===== config.mk =====
export PLATFORM = sky130hd
export DESIGN_NAME = uart_rx_frame_assembler
export DESIGN_NICKNAME = d
export VERILOG_FILES = /design/src/rtl/urfa_pkg.sv /design/src/rtl/urfa_store.sv /design/src/rtl/uart_rx_frame_assembler.sv
export VERILOG_INCLUDE_DIRS = /design/src /design/src/rtl
export SDC_FILE = /design/constraint.sdc
export NUM_CORES = 1
export LEC_CHECK = 0
export BUFFER_PORTS_ARGS = -buffer_cell sky130_fd_sc_hd__buf_4
export CAP_MARGIN = 20
export CORE_ASPECT_RATIO = 0.5
export CORE_MARGIN = 2
export CORE_UTILIZATION = 30
export DETAILED_ROUTE_END_ITERATION = 8
export GPL_TIMING_DRIVEN = 0
export PLACE_DENSITY_LB_ADDON = 0.08
export REMOVE_ABC_BUFFERS = 1
export SYNTH_ARGS = -nofsm -noshare
export SYNTH_HDL_FRONTEND = slang
export SYNTH_SLANG_ARGS = --single-unit

===== constraint.sdc =====
create_clock -name clk -period 3.2 [get_ports clk]
set_input_delay 0.32 -clock clk [delete_from_list [all_inputs] [get_ports clk]]
set_output_delay 0.32 -clock clk [all_outputs]
set_load 0.005 [all_outputs]

===== src/rtl/uart_rx_frame_assembler_macros.svh =====
// Assertion macros used by the UART frame assembler top level.
`ifndef UART_RX_FRAME_ASSEMBLER_MACROS_SVH
`define UART_RX_FRAME_ASSEMBLER_MACROS_SVH

// The condition must hold in the same cycle as the trigger.
`define URFA_ASSERT_SAME(lbl, trig, cond, msg) \
	lbl: assert property (@(posedge clk) disable iff (!arst_n) (trig) |-> (cond)) else $error(msg);

// The condition must hold in the cycle after the trigger.
`define URFA_ASSERT_NEXT(lbl, trig, cond, msg) \
	lbl: assert property (@(posedge clk) disable iff (!arst_n) (trig) |=> (cond)) else $error(msg);

`endif


===== src/rtl/urfa_pkg.sv =====
// Package with constants, codes and types for the UART frame assembler.
`timescale 1ns / 1ps

package urfa_pkg;

	localparam int STORE_DEPTH = 128;
	localparam int ADDR_W = $clog2(STORE_DEPTH);
	localparam int CNT_W = $clog2(STORE_DEPTH + 1);
	localparam int BYTE_W = 8;
	localparam int IDLE_W = 16;
	localparam int CFG_IDX_W = 2;
	localparam int CFG_DATA_W = 16;
	localparam int IN_TDATA_W = 16;
	localparam int OUT_TDATA_W = 24;

	localparam logic [IDLE_W-1:0] IDLE_LIMIT_RST = 16'd50;
	localparam logic [BYTE_W-1:0] START_MARKER_RST = 8'h68;
	localparam logic [BYTE_W-1:0] END_MARKER_RST = 8'h16;

	typedef enum logic [1:0] {
		OP_BYTE = 2'd0,
		OP_TICK = 2'd1,
		OP_RESTART = 2'd2,
		OP_READ = 2'd3
	} op_t;

	typedef enum logic [CFG_IDX_W-1:0] {
		CFG_IDLE_LIMIT = 2'd0,
		CFG_START_MARKER = 2'd1,
		CFG_END_MARKER = 2'd2
	} cfg_idx_t;

	typedef struct packed {
		logic wr_en;
		logic [ADDR_W-1:0] wr_addr;
		logic [BYTE_W-1:0] wr_data;
		logic rd_en;
		logic [ADDR_W-1:0] rd_addr;
	} store_req_t;

endpackage


===== src/rtl/urfa_store.sv =====
// Byte store of the frame assembler: one write port and one registered read port.
`timescale 1ns / 1ps

module urfa_store (
	input logic clk,
	input urfa_pkg::store_req_t req,
	output logic [urfa_pkg::BYTE_W-1:0] rd_data
);

	logic [urfa_pkg::BYTE_W-1:0] mem [urfa_pkg::STORE_DEPTH];

	always_ff @(posedge clk) begin
		if (req.wr_en) begin
			mem[req.wr_addr] <= req.wr_data;
		end
		if (req.rd_en) begin
			rd_data <= mem[req.rd_addr];
		end
	end

endmodule


===== src/rtl/uart_rx_frame_assembler.sv =====
// Top level of the UART frame assembler: request handling, frame state and result register.
//
//   channel | direction | handshake         | payload
//   s_*     | in        | s_tvalid/s_tready | opcode in tuser, rx_byte and read_index in tdata
//   m_*     | out       | m_tvalid/m_tready | frame_ready, frame_length, read_data, receive_enabled
//   cfg_*   | in        | cfg_valid/ready   | cfg_index, cfg_data
//
// Each request is held in the input register and is applied once the result register is free or taken,
// which loads the result register, making the result valid, and writes or reads the byte store.
// A new request can be taken in every cycle unless the result register is full and not taken.
// When the result register is full and not taken, the input register holds one more request.
// Reset clears the frame state and loads the register defaults; the store is not cleared.
`timescale 1ns / 1ps
`include "uart_rx_frame_assembler_macros.svh"

module uart_rx_frame_assembler (
	input logic clk,
	input logic arst_n,
	input logic s_tvalid,
	output logic s_tready,
	input logic [urfa_pkg::IN_TDATA_W-1:0] s_tdata, // rx_byte [7:0], read_index [14:8]
	input logic [1:0] s_tuser, // opcode [1:0]
	output logic m_tvalid,
	input logic m_tready,
	// frame_ready [0], frame_length [8:1], read_data [16:9], receive_enabled [17]
	output logic [urfa_pkg::OUT_TDATA_W-1:0] m_tdata,
	input logic cfg_valid,
	output logic cfg_ready,
	input logic [urfa_pkg::CFG_IDX_W-1:0] cfg_index,
	input logic [urfa_pkg::CFG_DATA_W-1:0] cfg_data
);

	logic v_s1;
	urfa_pkg::op_t op_s1;
	logic [urfa_pkg::BYTE_W-1:0] byte_s1;
	logic [urfa_pkg::ADDR_W-1:0] idx_s1;

	logic [urfa_pkg::IDLE_W-1:0] idle_limit_q;
	logic [urfa_pkg::BYTE_W-1:0] start_marker_q;
	logic [urfa_pkg::BYTE_W-1:0] end_marker_q;

	logic [urfa_pkg::CNT_W-1:0] fill_q;
	logic done_q;
	logic on_q;
	logic [urfa_pkg::IDLE_W-1:0] idle_q;
	logic [urfa_pkg::BYTE_W-1:0] hdr0_q;
	logic [urfa_pkg::BYTE_W-1:0] hdr1_q;
	logic [urfa_pkg::BYTE_W-1:0] hdr2_q;

	logic out_v_q;
	logic out_rd_q;

	logic proceed;
	logic [urfa_pkg::CNT_W-1:0] fill_n;
	logic done_n;
	logic on_n;
	logic [urfa_pkg::IDLE_W-1:0] idle_n;
	logic [urfa_pkg::BYTE_W-1:0] hdr0_n;
	logic [urfa_pkg::BYTE_W-1:0] hdr1_n;
	logic [urfa_pkg::BYTE_W-1:0] hdr2_n;
	logic [urfa_pkg::ADDR_W-1:0] widx;
	logic [urfa_pkg::CNT_W-1:0] fill_inc;
	logic [urfa_pkg::IDLE_W-1:0] idle_inc;
	urfa_pkg::store_req_t store_req;
	logic [urfa_pkg::BYTE_W-1:0] store_rd;

	assign proceed = v_s1 && (!out_v_q || m_tready);
	assign s_tready = !v_s1 || proceed;
	assign cfg_ready = 1'b1;

	always_ff @(posedge clk or negedge arst_n) begin
		if (!arst_n) begin
			v_s1 <= 1'b0;
		end else if (s_tready) begin
			v_s1 <= s_tvalid;
		end
	end

	always_ff @(posedge clk) begin
		if (s_tvalid && s_tready) begin
			op_s1 <= urfa_pkg::op_t'(s_tuser);
			byte_s1 <= s_tdata[7:0];
			idx_s1 <= s_tdata[14:8];
		end
	end

	always_ff @(posedge clk or negedge arst_n) begin
		if (!arst_n) begin
			idle_limit_q <= urfa_pkg::IDLE_LIMIT_RST;
			start_marker_q <= urfa_pkg::START_MARKER_RST;
			end_marker_q <= urfa_pkg::END_MARKER_RST;
		end else if (cfg_valid) begin
			case (cfg_index)
				urfa_pkg::CFG_IDLE_LIMIT: idle_limit_q <= cfg_data;
				urfa_pkg::CFG_START_MARKER: start_marker_q <= cfg_data[7:0];
				urfa_pkg::CFG_END_MARKER: end_marker_q <= cfg_data[7:0];
				default: ;
			endcase
		end
	end

	assign widx = (fill_q >= urfa_pkg::CNT_W'(urfa_pkg::STORE_DEPTH)) ? '0
		: fill_q[urfa_pkg::ADDR_W-1:0];
	assign fill_inc = urfa_pkg::CNT_W'(widx) + urfa_pkg::CNT_W'(1);
	assign idle_inc = (idle_q == '1) ? idle_q : idle_q + urfa_pkg::IDLE_W'(1);

	always_comb begin
		fill_n = fill_q;
		done_n = done_q;
		on_n = on_q;
		idle_n = idle_q;
		hdr0_n = hdr0_q;
		hdr1_n = hdr1_q;
		hdr2_n = hdr2_q;
		store_req.wr_en = 1'b0;
		store_req.wr_addr = widx;
		store_req.wr_data = byte_s1;
		store_req.rd_en = 1'b0;
		store_req.rd_addr = idx_s1;
		case (op_s1)
			urfa_pkg::OP_BYTE: begin
				if (on_q && !done_q) begin
					store_req.wr_en = proceed;
					idle_n = '0;
					fill_n = fill_inc;
					if (widx == urfa_pkg::ADDR_W'(0)) hdr0_n = byte_s1;
					if (widx == urfa_pkg::ADDR_W'(1)) hdr1_n = byte_s1;
					if (widx == urfa_pkg::ADDR_W'(2)) hdr2_n = byte_s1;
					if (byte_s1 == end_marker_q && hdr0_n == start_marker_q
						&& {hdr1_n, hdr2_n} == 16'(fill_inc)) begin
						done_n = 1'b1;
					end
				end
			end
			urfa_pkg::OP_TICK: begin
				idle_n = idle_inc;
				if (!done_q && fill_q != '0 && idle_inc > idle_limit_q) begin
					on_n = 1'b0;
					done_n = 1'b1;
				end
			end
			urfa_pkg::OP_RESTART: begin
				fill_n = '0;
				done_n = 1'b0;
				on_n = 1'b1;
			end
			urfa_pkg::OP_READ: begin
				store_req.rd_en = proceed;
			end
			default: ;
		endcase
	end

	always_ff @(posedge clk or negedge arst_n) begin
		if (!arst_n) begin
			fill_q <= '0;
			done_q <= 1'b0;
			on_q <= 1'b1;
			idle_q <= '0;
			out_v_q <= 1'b0;
			out_rd_q <= 1'b0;
		end else begin
			if (proceed) begin
				fill_q <= fill_n;
				done_q <= done_n;
				on_q <= on_n;
				idle_q <= idle_n;
				out_rd_q <= (op_s1 == urfa_pkg::OP_READ);
				out_v_q <= 1'b1;
			end else if (m_tready) begin
				out_v_q <= 1'b0;
			end
		end
	end

	always_ff @(posedge clk) begin
		if (proceed) begin
			hdr0_q <= hdr0_n;
			hdr1_q <= hdr1_n;
			hdr2_q <= hdr2_n;
		end
	end

	urfa_store u_store (
		.clk (clk),
		.req (store_req),
		.rd_data (store_rd)
	);

	assign m_tvalid = out_v_q;
	assign m_tdata = {6'b0, on_q, (out_rd_q ? store_rd : 8'h00), fill_q, done_q};

	`URFA_ASSERT_SAME(a_fill_in_range, 1'b1, fill_q <= urfa_pkg::CNT_W'(urfa_pkg::STORE_DEPTH), "fill count beyond store depth")
	`URFA_ASSERT_SAME(a_off_means_done, !on_q, done_q, "reception stopped without a finished frame")
	`URFA_ASSERT_NEXT(a_restart_result, proceed && op_s1 == urfa_pkg::OP_RESTART, m_tvalid && m_tdata[8:1] == 8'd0 && m_tdata[17] && !m_tdata[0], "restart result is wrong")

endmodule

# Yosys cells after proc, flatten, opt, wreduce, memory -nomap -nowiden
# Memories as Yosys holds them, arrays and structs flattened. A register that Yosys moved wholly into a read port is not among the register bits.
# Cells that the tools add are included.
[classes]
reduce_logical = 29
n_mux = 29
magnitude_cmp = 2
add_sub_neg = 2
n_eq_ne = 14
[ops]
columns = ["cell", "count"]
rows = [
  ["8-bit two-way mux", 11],
  ["16-bit two-way mux", 2],
  ["16-bit one-hot mux with 2 select lines", 1],
  ["16-bit by 1-bit adder with 16-bit output (second input constant)", 1],
  ["16-bit equality test (second input constant)", 1],
  ["16-bit by 8-bit equality test with 1-bit output", 1],
  ["8-bit equality test", 2],
  ["16-bit greater-than comparator", 1],
  ["8-bit one-hot mux with 2 select lines", 1],
  ["3-bit AND reduction", 4],
  ["1-bit two-way mux", 11],
  ["7-bit by 1-bit adder with 8-bit output (second input constant)", 1],
  ["8-bit >= comparator (second input constant)", 1],
  ["2-bit nonzero test", 4],
  ["8-bit nonzero test", 1],
  ["7-bit by 1-bit equality test with 1-bit output (second input constant)", 1],
  ["7-bit by 2-bit equality test with 1-bit output (second input constant)", 1],
  ["1-bit logical AND", 7],
  ["7-bit zero test", 1],
  ["7-bit two-way mux", 1],
  ["2-bit equality test (second input constant)", 3],
  ["2-bit != test (second input constant)", 3],
  ["2-bit AND reduction", 3],
  ["5-bit AND reduction", 1],
  ["7 further kinds", 12],
]
[totals]
ramBits = 1024
ff_bits = 102
inputBits = 41
memories = 1
[memory_table]
columns = ["memory", "words", "width", "rd", "rd_clocked_by_memory_dff", "write_ports", "line_no", "text"]
rows = [
  ["u_store.mem", 128, 8, 1, 1, 1, "urfa_store.sv:10", "logic [urfa_pkg::BYTE_W-1:0] mem [urfa_pkg::STORE_DEPTH];"],
]

# Depth between registers and ports, before layout
[depth]
ltp_word = 12
ltp_mapped = 16

# Hierarchy
# Synthesis repeated with hierarchy kept, for this count alone.
[unflattened]
hier_cells = 2203
hier_area_um2 = 45488.6
[by_module_without_submodules]
columns = ["module", "seq_area_each_um2", "area_per_inst_um2", "cells_per_inst", "instances"]
rows = [
  ["urfa_store", 30989.7, 39745.6, 1635, 1],
  ["uart_rx_frame_assembler", 2770.2, 5743.0, 568, 1],
]

# Worst setup path after synthesis
# OpenSTA, ideal clock, no wires.
[synth_timing]
kind = "reg2reg"
from = "register idle_q[2] in the netlist's numbering"
to = "register done_q"
slack_ns = -0.171
synth_period_minus_slack_ns = 3.371
setup_time_ns = 0.126
t_arrival_ns = 3.245
stages_incl_launch_ff = 15
required_ns = 3.074
cell_sequence = "dfrtp_1 -> buf_2 -> nand4_1 -> nor4_1 -> and3_1 -> nand3_1 -> mux2_2 -> ha_1 -> nand4_1 -> nor3_1 -> nand2_1 -> o21ai_0 -> a31oi_1 -> o2111a_1 -> a221o_1"
[synth_between]
elab_chain_len = 6
[synth_lines]
columns = ["item", "line_no", "text"]
rows = [
  ["start: declaration", "uart_rx_frame_assembler.sv:45", "logic [urfa_pkg::IDLE_W-1:0] idle_q;"],
  ["start signal: assignment", "uart_rx_frame_assembler.sv:167", "idle_q <= idle_n;"],
  ["16-bit by 1-bit adder with 16-bit output or 16-bit equality test (tied branches)", "uart_rx_frame_assembler.sv:105", "assign idle_inc = (idle_q == '1) ? idle_q : idle_q + urfa_pkg::IDLE_W'(1);"],
  ["16-bit two-way mux (*)", "uart_rx_frame_assembler.sv:105", ""],
  ["16-bit greater-than comparator (*)", "uart_rx_frame_assembler.sv:137", "if (!done_q && fill_q != '0 && idle_inc > idle_limit_q) begin"],
  ["1-bit logical AND (*)", "uart_rx_frame_assembler.sv:137", ""],
  ["2-bit != test (no line) (*)", "n/a", ""],
  ["5-bit AND reduction (no line) (*)", "n/a", ""],
  ["end signal: assignment", "uart_rx_frame_assembler.sv:165", "done_q <= done_n;"],
  ["end: declaration", "uart_rx_frame_assembler.sv:43", "logic done_q;"],
]
# Mark *: on every way between the ends. The rest lies on a longest branch, timed or not.
# A chain may end at the register's enable or synchronous reset.

==> flow_metrics.tcl <==
set metrics [dict create \
    status "complete, but fails checks" \
    violations "negative setup slack" \
    setup_slack_ps -935.5 \
    finalCritPeriodShare 1.292 \
    rsz0062_at_grt "true" \
    cp_top_family "multiplexers" \
    grt_use_total 0.1575 \
    ys_warn_count 0 \
    grt_pass1_vias 22970 \
    setup_viol 9 \
    hold_viol_final 0 \
    synth.distinct_cells 57 \
    final_core_utilization 0.3779 \
    cpMaxStageDelayCell "mux4_2" \
    drv_cap 0 \
    synth-seq-cells 1134 \
    clock_path_buffers 3 \
    power_density_nw_per_um2 588.0 \
    max_stage_delay_ps 590 \
    holdPathEnd "idle_limit_q[1]$_DFFE_PN1P_" \
    clk_latency_ps 740 \
    fmax_ghz 0.2418 \
    critPathRequiredTime_ps 3680 \
    vias_per_cell 4.830 \
    r2r_start "idx_s1[0]$_DFFE_PP_" \
    die_w_um 552.6 \
    timing.rr.end "u_store.rd_data[2]$_DFFE_PP_" \
    tightestPinTransition_ps 1007 \
    synth.avg_cell_area_sq_um 21.17 \
    drtAntennaViolNets 0 \
    die_h_um 278.3 \
    grt_max_degree 62 \
    globalplace.congestion 0.7173 \
    port_buffers 59 \
    crit_path_frequent_cell "buf_16" \
    nNetsFinal 2472 \
    grt_pass1_wl_um 173200 \
    holdWs_ps 155.5 \
    cp_num_buf_inv 12 \
    synthFlopType "edfxtp_1" \
    wl_per_cell_um 26.64 \
    cts_root_buffer "clkbuf_16" \
    drc_errors 0 \
    clk_pin_slew_worst_paths_ps 60 \
    peakVddDrop_mv 0.5063 \
    r2r_cells 16 \
    syn_inst 2132 \
    cp-end-kind "register" \
    preCtsSetupSlack_ps -2120 \
    vias 21710 \
    yosysSeqAreaShare 0.7479 \
    cts_tree "built" \
    firstDrtPassIters 5 \
    core.rowCount 100 \
    drv_slew 0 \
    fin_skew_ps 28.16 \
    drive_gt1_frac 0.3770 \
    initial_utilization 0.3029 \
    async_flop_share 0.05379 \
    cts-buffers-inserted 111 \
    cp_max_fo 8 \
    finalNonFillerCells 4495 \
    drtIter0Drc 1599 \
    rrSetupSlack_ps -940 \
    crit_type "reg -> reg" \
    synth_edf_count 1073 \
    dp_hpwl_um 81620 \
    fin_crit_ps 4136 \
    num_io_pins 68 \
    leakage_nw 17.91 \
    cp_data_arrival_time_ps 4620 \
    dp.cells 4191 \
    cts.htree.levels 3 \
    grt-ovfl-total 0 \
    dieArea_sq_um 153800 \
    hold_path.startpoint "cfg_valid" \
    syn_to_final_growth_pct 24.77 \
    start_kind "register" \
    whs_path_depth 4 \
    clock_sinks 1134 \
    wl_um 119700 \
    crit_chain "clkbuf_16 > buf_16 > buf_16 > buf_12 > buf_16 > buf_16 > buf_12 > buf_12 > buf_12 > buf_16 > buf_16 > buf_12 > mux4_2 > mux4_2 > mux4_2 > o21a_1" \
    netlist_area_sq_um 45140 \
    core_area_sq_um 149000 \
    min_path_type "in -> reg" \
    timing.slew.headroom 0.3270 \
    antenna_found_initial 2 \
]
==> flip-flops by register name, indices dropped and copies added (netlist names) <==
signal           flops
hdr0_q               8
byte_s1              8
start_marker_q       8
op_s1                2
hdr1_q               8
hdr2_q               8
idle_limit_q        16
u_store.rd_data      8
idle_q              16
out_rd_q             1
fill_q               8
v_s1                 1
idx_s1               7
done_q               1
u_store.mem       1024
end_marker_q         8
m_tvalid             1
on_q                 1
==> worst register-to-register path, delay by kind of cell (launching register included) <==
family	cells	cell delay, ps
compound gates	1	270
flops	1	440
buf+inv	12	1550
mux	3	1620
==> how the worst max path moves through the flow <==
stage,from,to,slack [ps],cells past startpoint
floorplan,idx_s1[0]$_DFFE_PP_,u_store.rd_data[0]$_DFFE_PP_,-8660,4
global placement,idx_s1[0]$_DFFE_PP_,u_store.rd_data[0]$_DFFE_PP_,-15100,5
detailed placement,idx_s1[0]$_DFFE_PP_,u_store.rd_data[2]$_DFFE_PP_,-2120,18
CTS,idx_s1[0]$_DFFE_PP_,u_store.rd_data[2]$_DFFE_PP_,-1060,17
global route,idx_s1[0]$_DFFE_PP_,u_store.rd_data[2]$_DFFE_PP_,-930,16
finish,idx_s1[0]$_DFFE_PP_,u_store.rd_data[2]$_DFFE_PP_,-940,16
==> layout make-up <==
cell class,instances,area (sq um)
fill,13370,92700
sequential,1134,33760
multi-input combinational,863,11820
timing repair buffer,275,4458
clock buffer,143,2970
tap,1989,2489
clock inverter,64,699.4
inverter,25,110.1
antenna,2,5.005
==> power by group <==
part | internal [mW] | switching, mW
clock network | 7.67 | 5.80
logic | 1.48 | 1.55
registers | 16.5 | 0.164
==> synthesized netlist by cell type, types with 10 or more instances <==
cell | instances | area (sq um)
a31oi_1 | 13 | 81.33
o21ai_0 | 31 | 155.2
inv_1 | 25 | 93.84
xor2_1 | 18 | 157.7
nand2b_1 | 10 | 62.56
xnor2_1 | 21 | 183.9
nand3_1 | 17 | 85.08
nor2_1 | 150 | 563.0
dfstp_2 | 10 | 262.8
buf_2 | 24 | 120.1
mux2i_1 | 16 | 160.2
buf_4 | 19 | 142.6
nand2_1 | 66 | 247.7
mux2_2 | 44 | 495.5
mux4_2 | 328 | 7387
clkbuf_1 | 53 | 198.9
edfxtp_1 | 1073 | 32220
ha_1 | 21 | 262.8
buf_1 | 16 | 60.06
and2_1 | 13 | 81.33
dfrtp_1 | 51 | 1276
==> stage by stage <==
step / cell area, sq um / TNS (ps) / power (mW)
finish: 56320 / -7060 / 33.11
global route: 56310 / -7530 / 34.28
CTS: 56010 / -8716 / 33.51
detailed placement: 50670 / -923520 / 19.79
global placement: 47530 / -4654920 / 19.83
floorplan: 44600 / -264550 / 18.65
==> placed cells by master (no fill, tap or decap), drive strengths merged, types with 17 or more instances in the layout <==
| master | n |
|---|---|
| ha | 21 |
| xnor2 | 21 |
| nand3 | 17 |
| mux4 | 328 |
| o21ai | 36 |
| mux2 | 45 |
| nand2 | 66 |
| nor2 | 150 |
| dfrtp | 51 |
| clkinv | 48 |
| clkbuf | 144 |
| xor2 | 18 |
| dlygate4sd3 | 45 |
| edfxtp | 1073 |
| buf | 229 |
| inv | 26 |
==> cell families (layout without fill, tap and decap cells) <==
family	after synthesis	after routing	share of synthesized area
other cells	2	9	0.0001664
flops	1134	1134	0.7479
mux	389	389	0.1785
simple gates	314	314	0.03191
fa+ha+maj	21	21	0.005821
xor+xnor	39	39	0.007568
compound gates	93	93	0.01369
buf+inv	140	507	0.01439
==> routing by layer <==
layer | GRT usage | share of wire
met1 | 0.2323 | 0.48
met2 | 0.2465 | 0.47
met3 | 0.02417 | 0.032
met4 | 0.03198 | 0.017
met5 | 0 | 0
==> timing repair <==
action	CTS	global route
hold buffers	45	0
setup buffers	39	10
endpoints found under the setup margin	1036	463
gates resized for setup	251	35
gates cloned	0	0
endpoints found under the hold margin	102	0
pin swaps	19	34
Power figures use the tool's default switching activity.
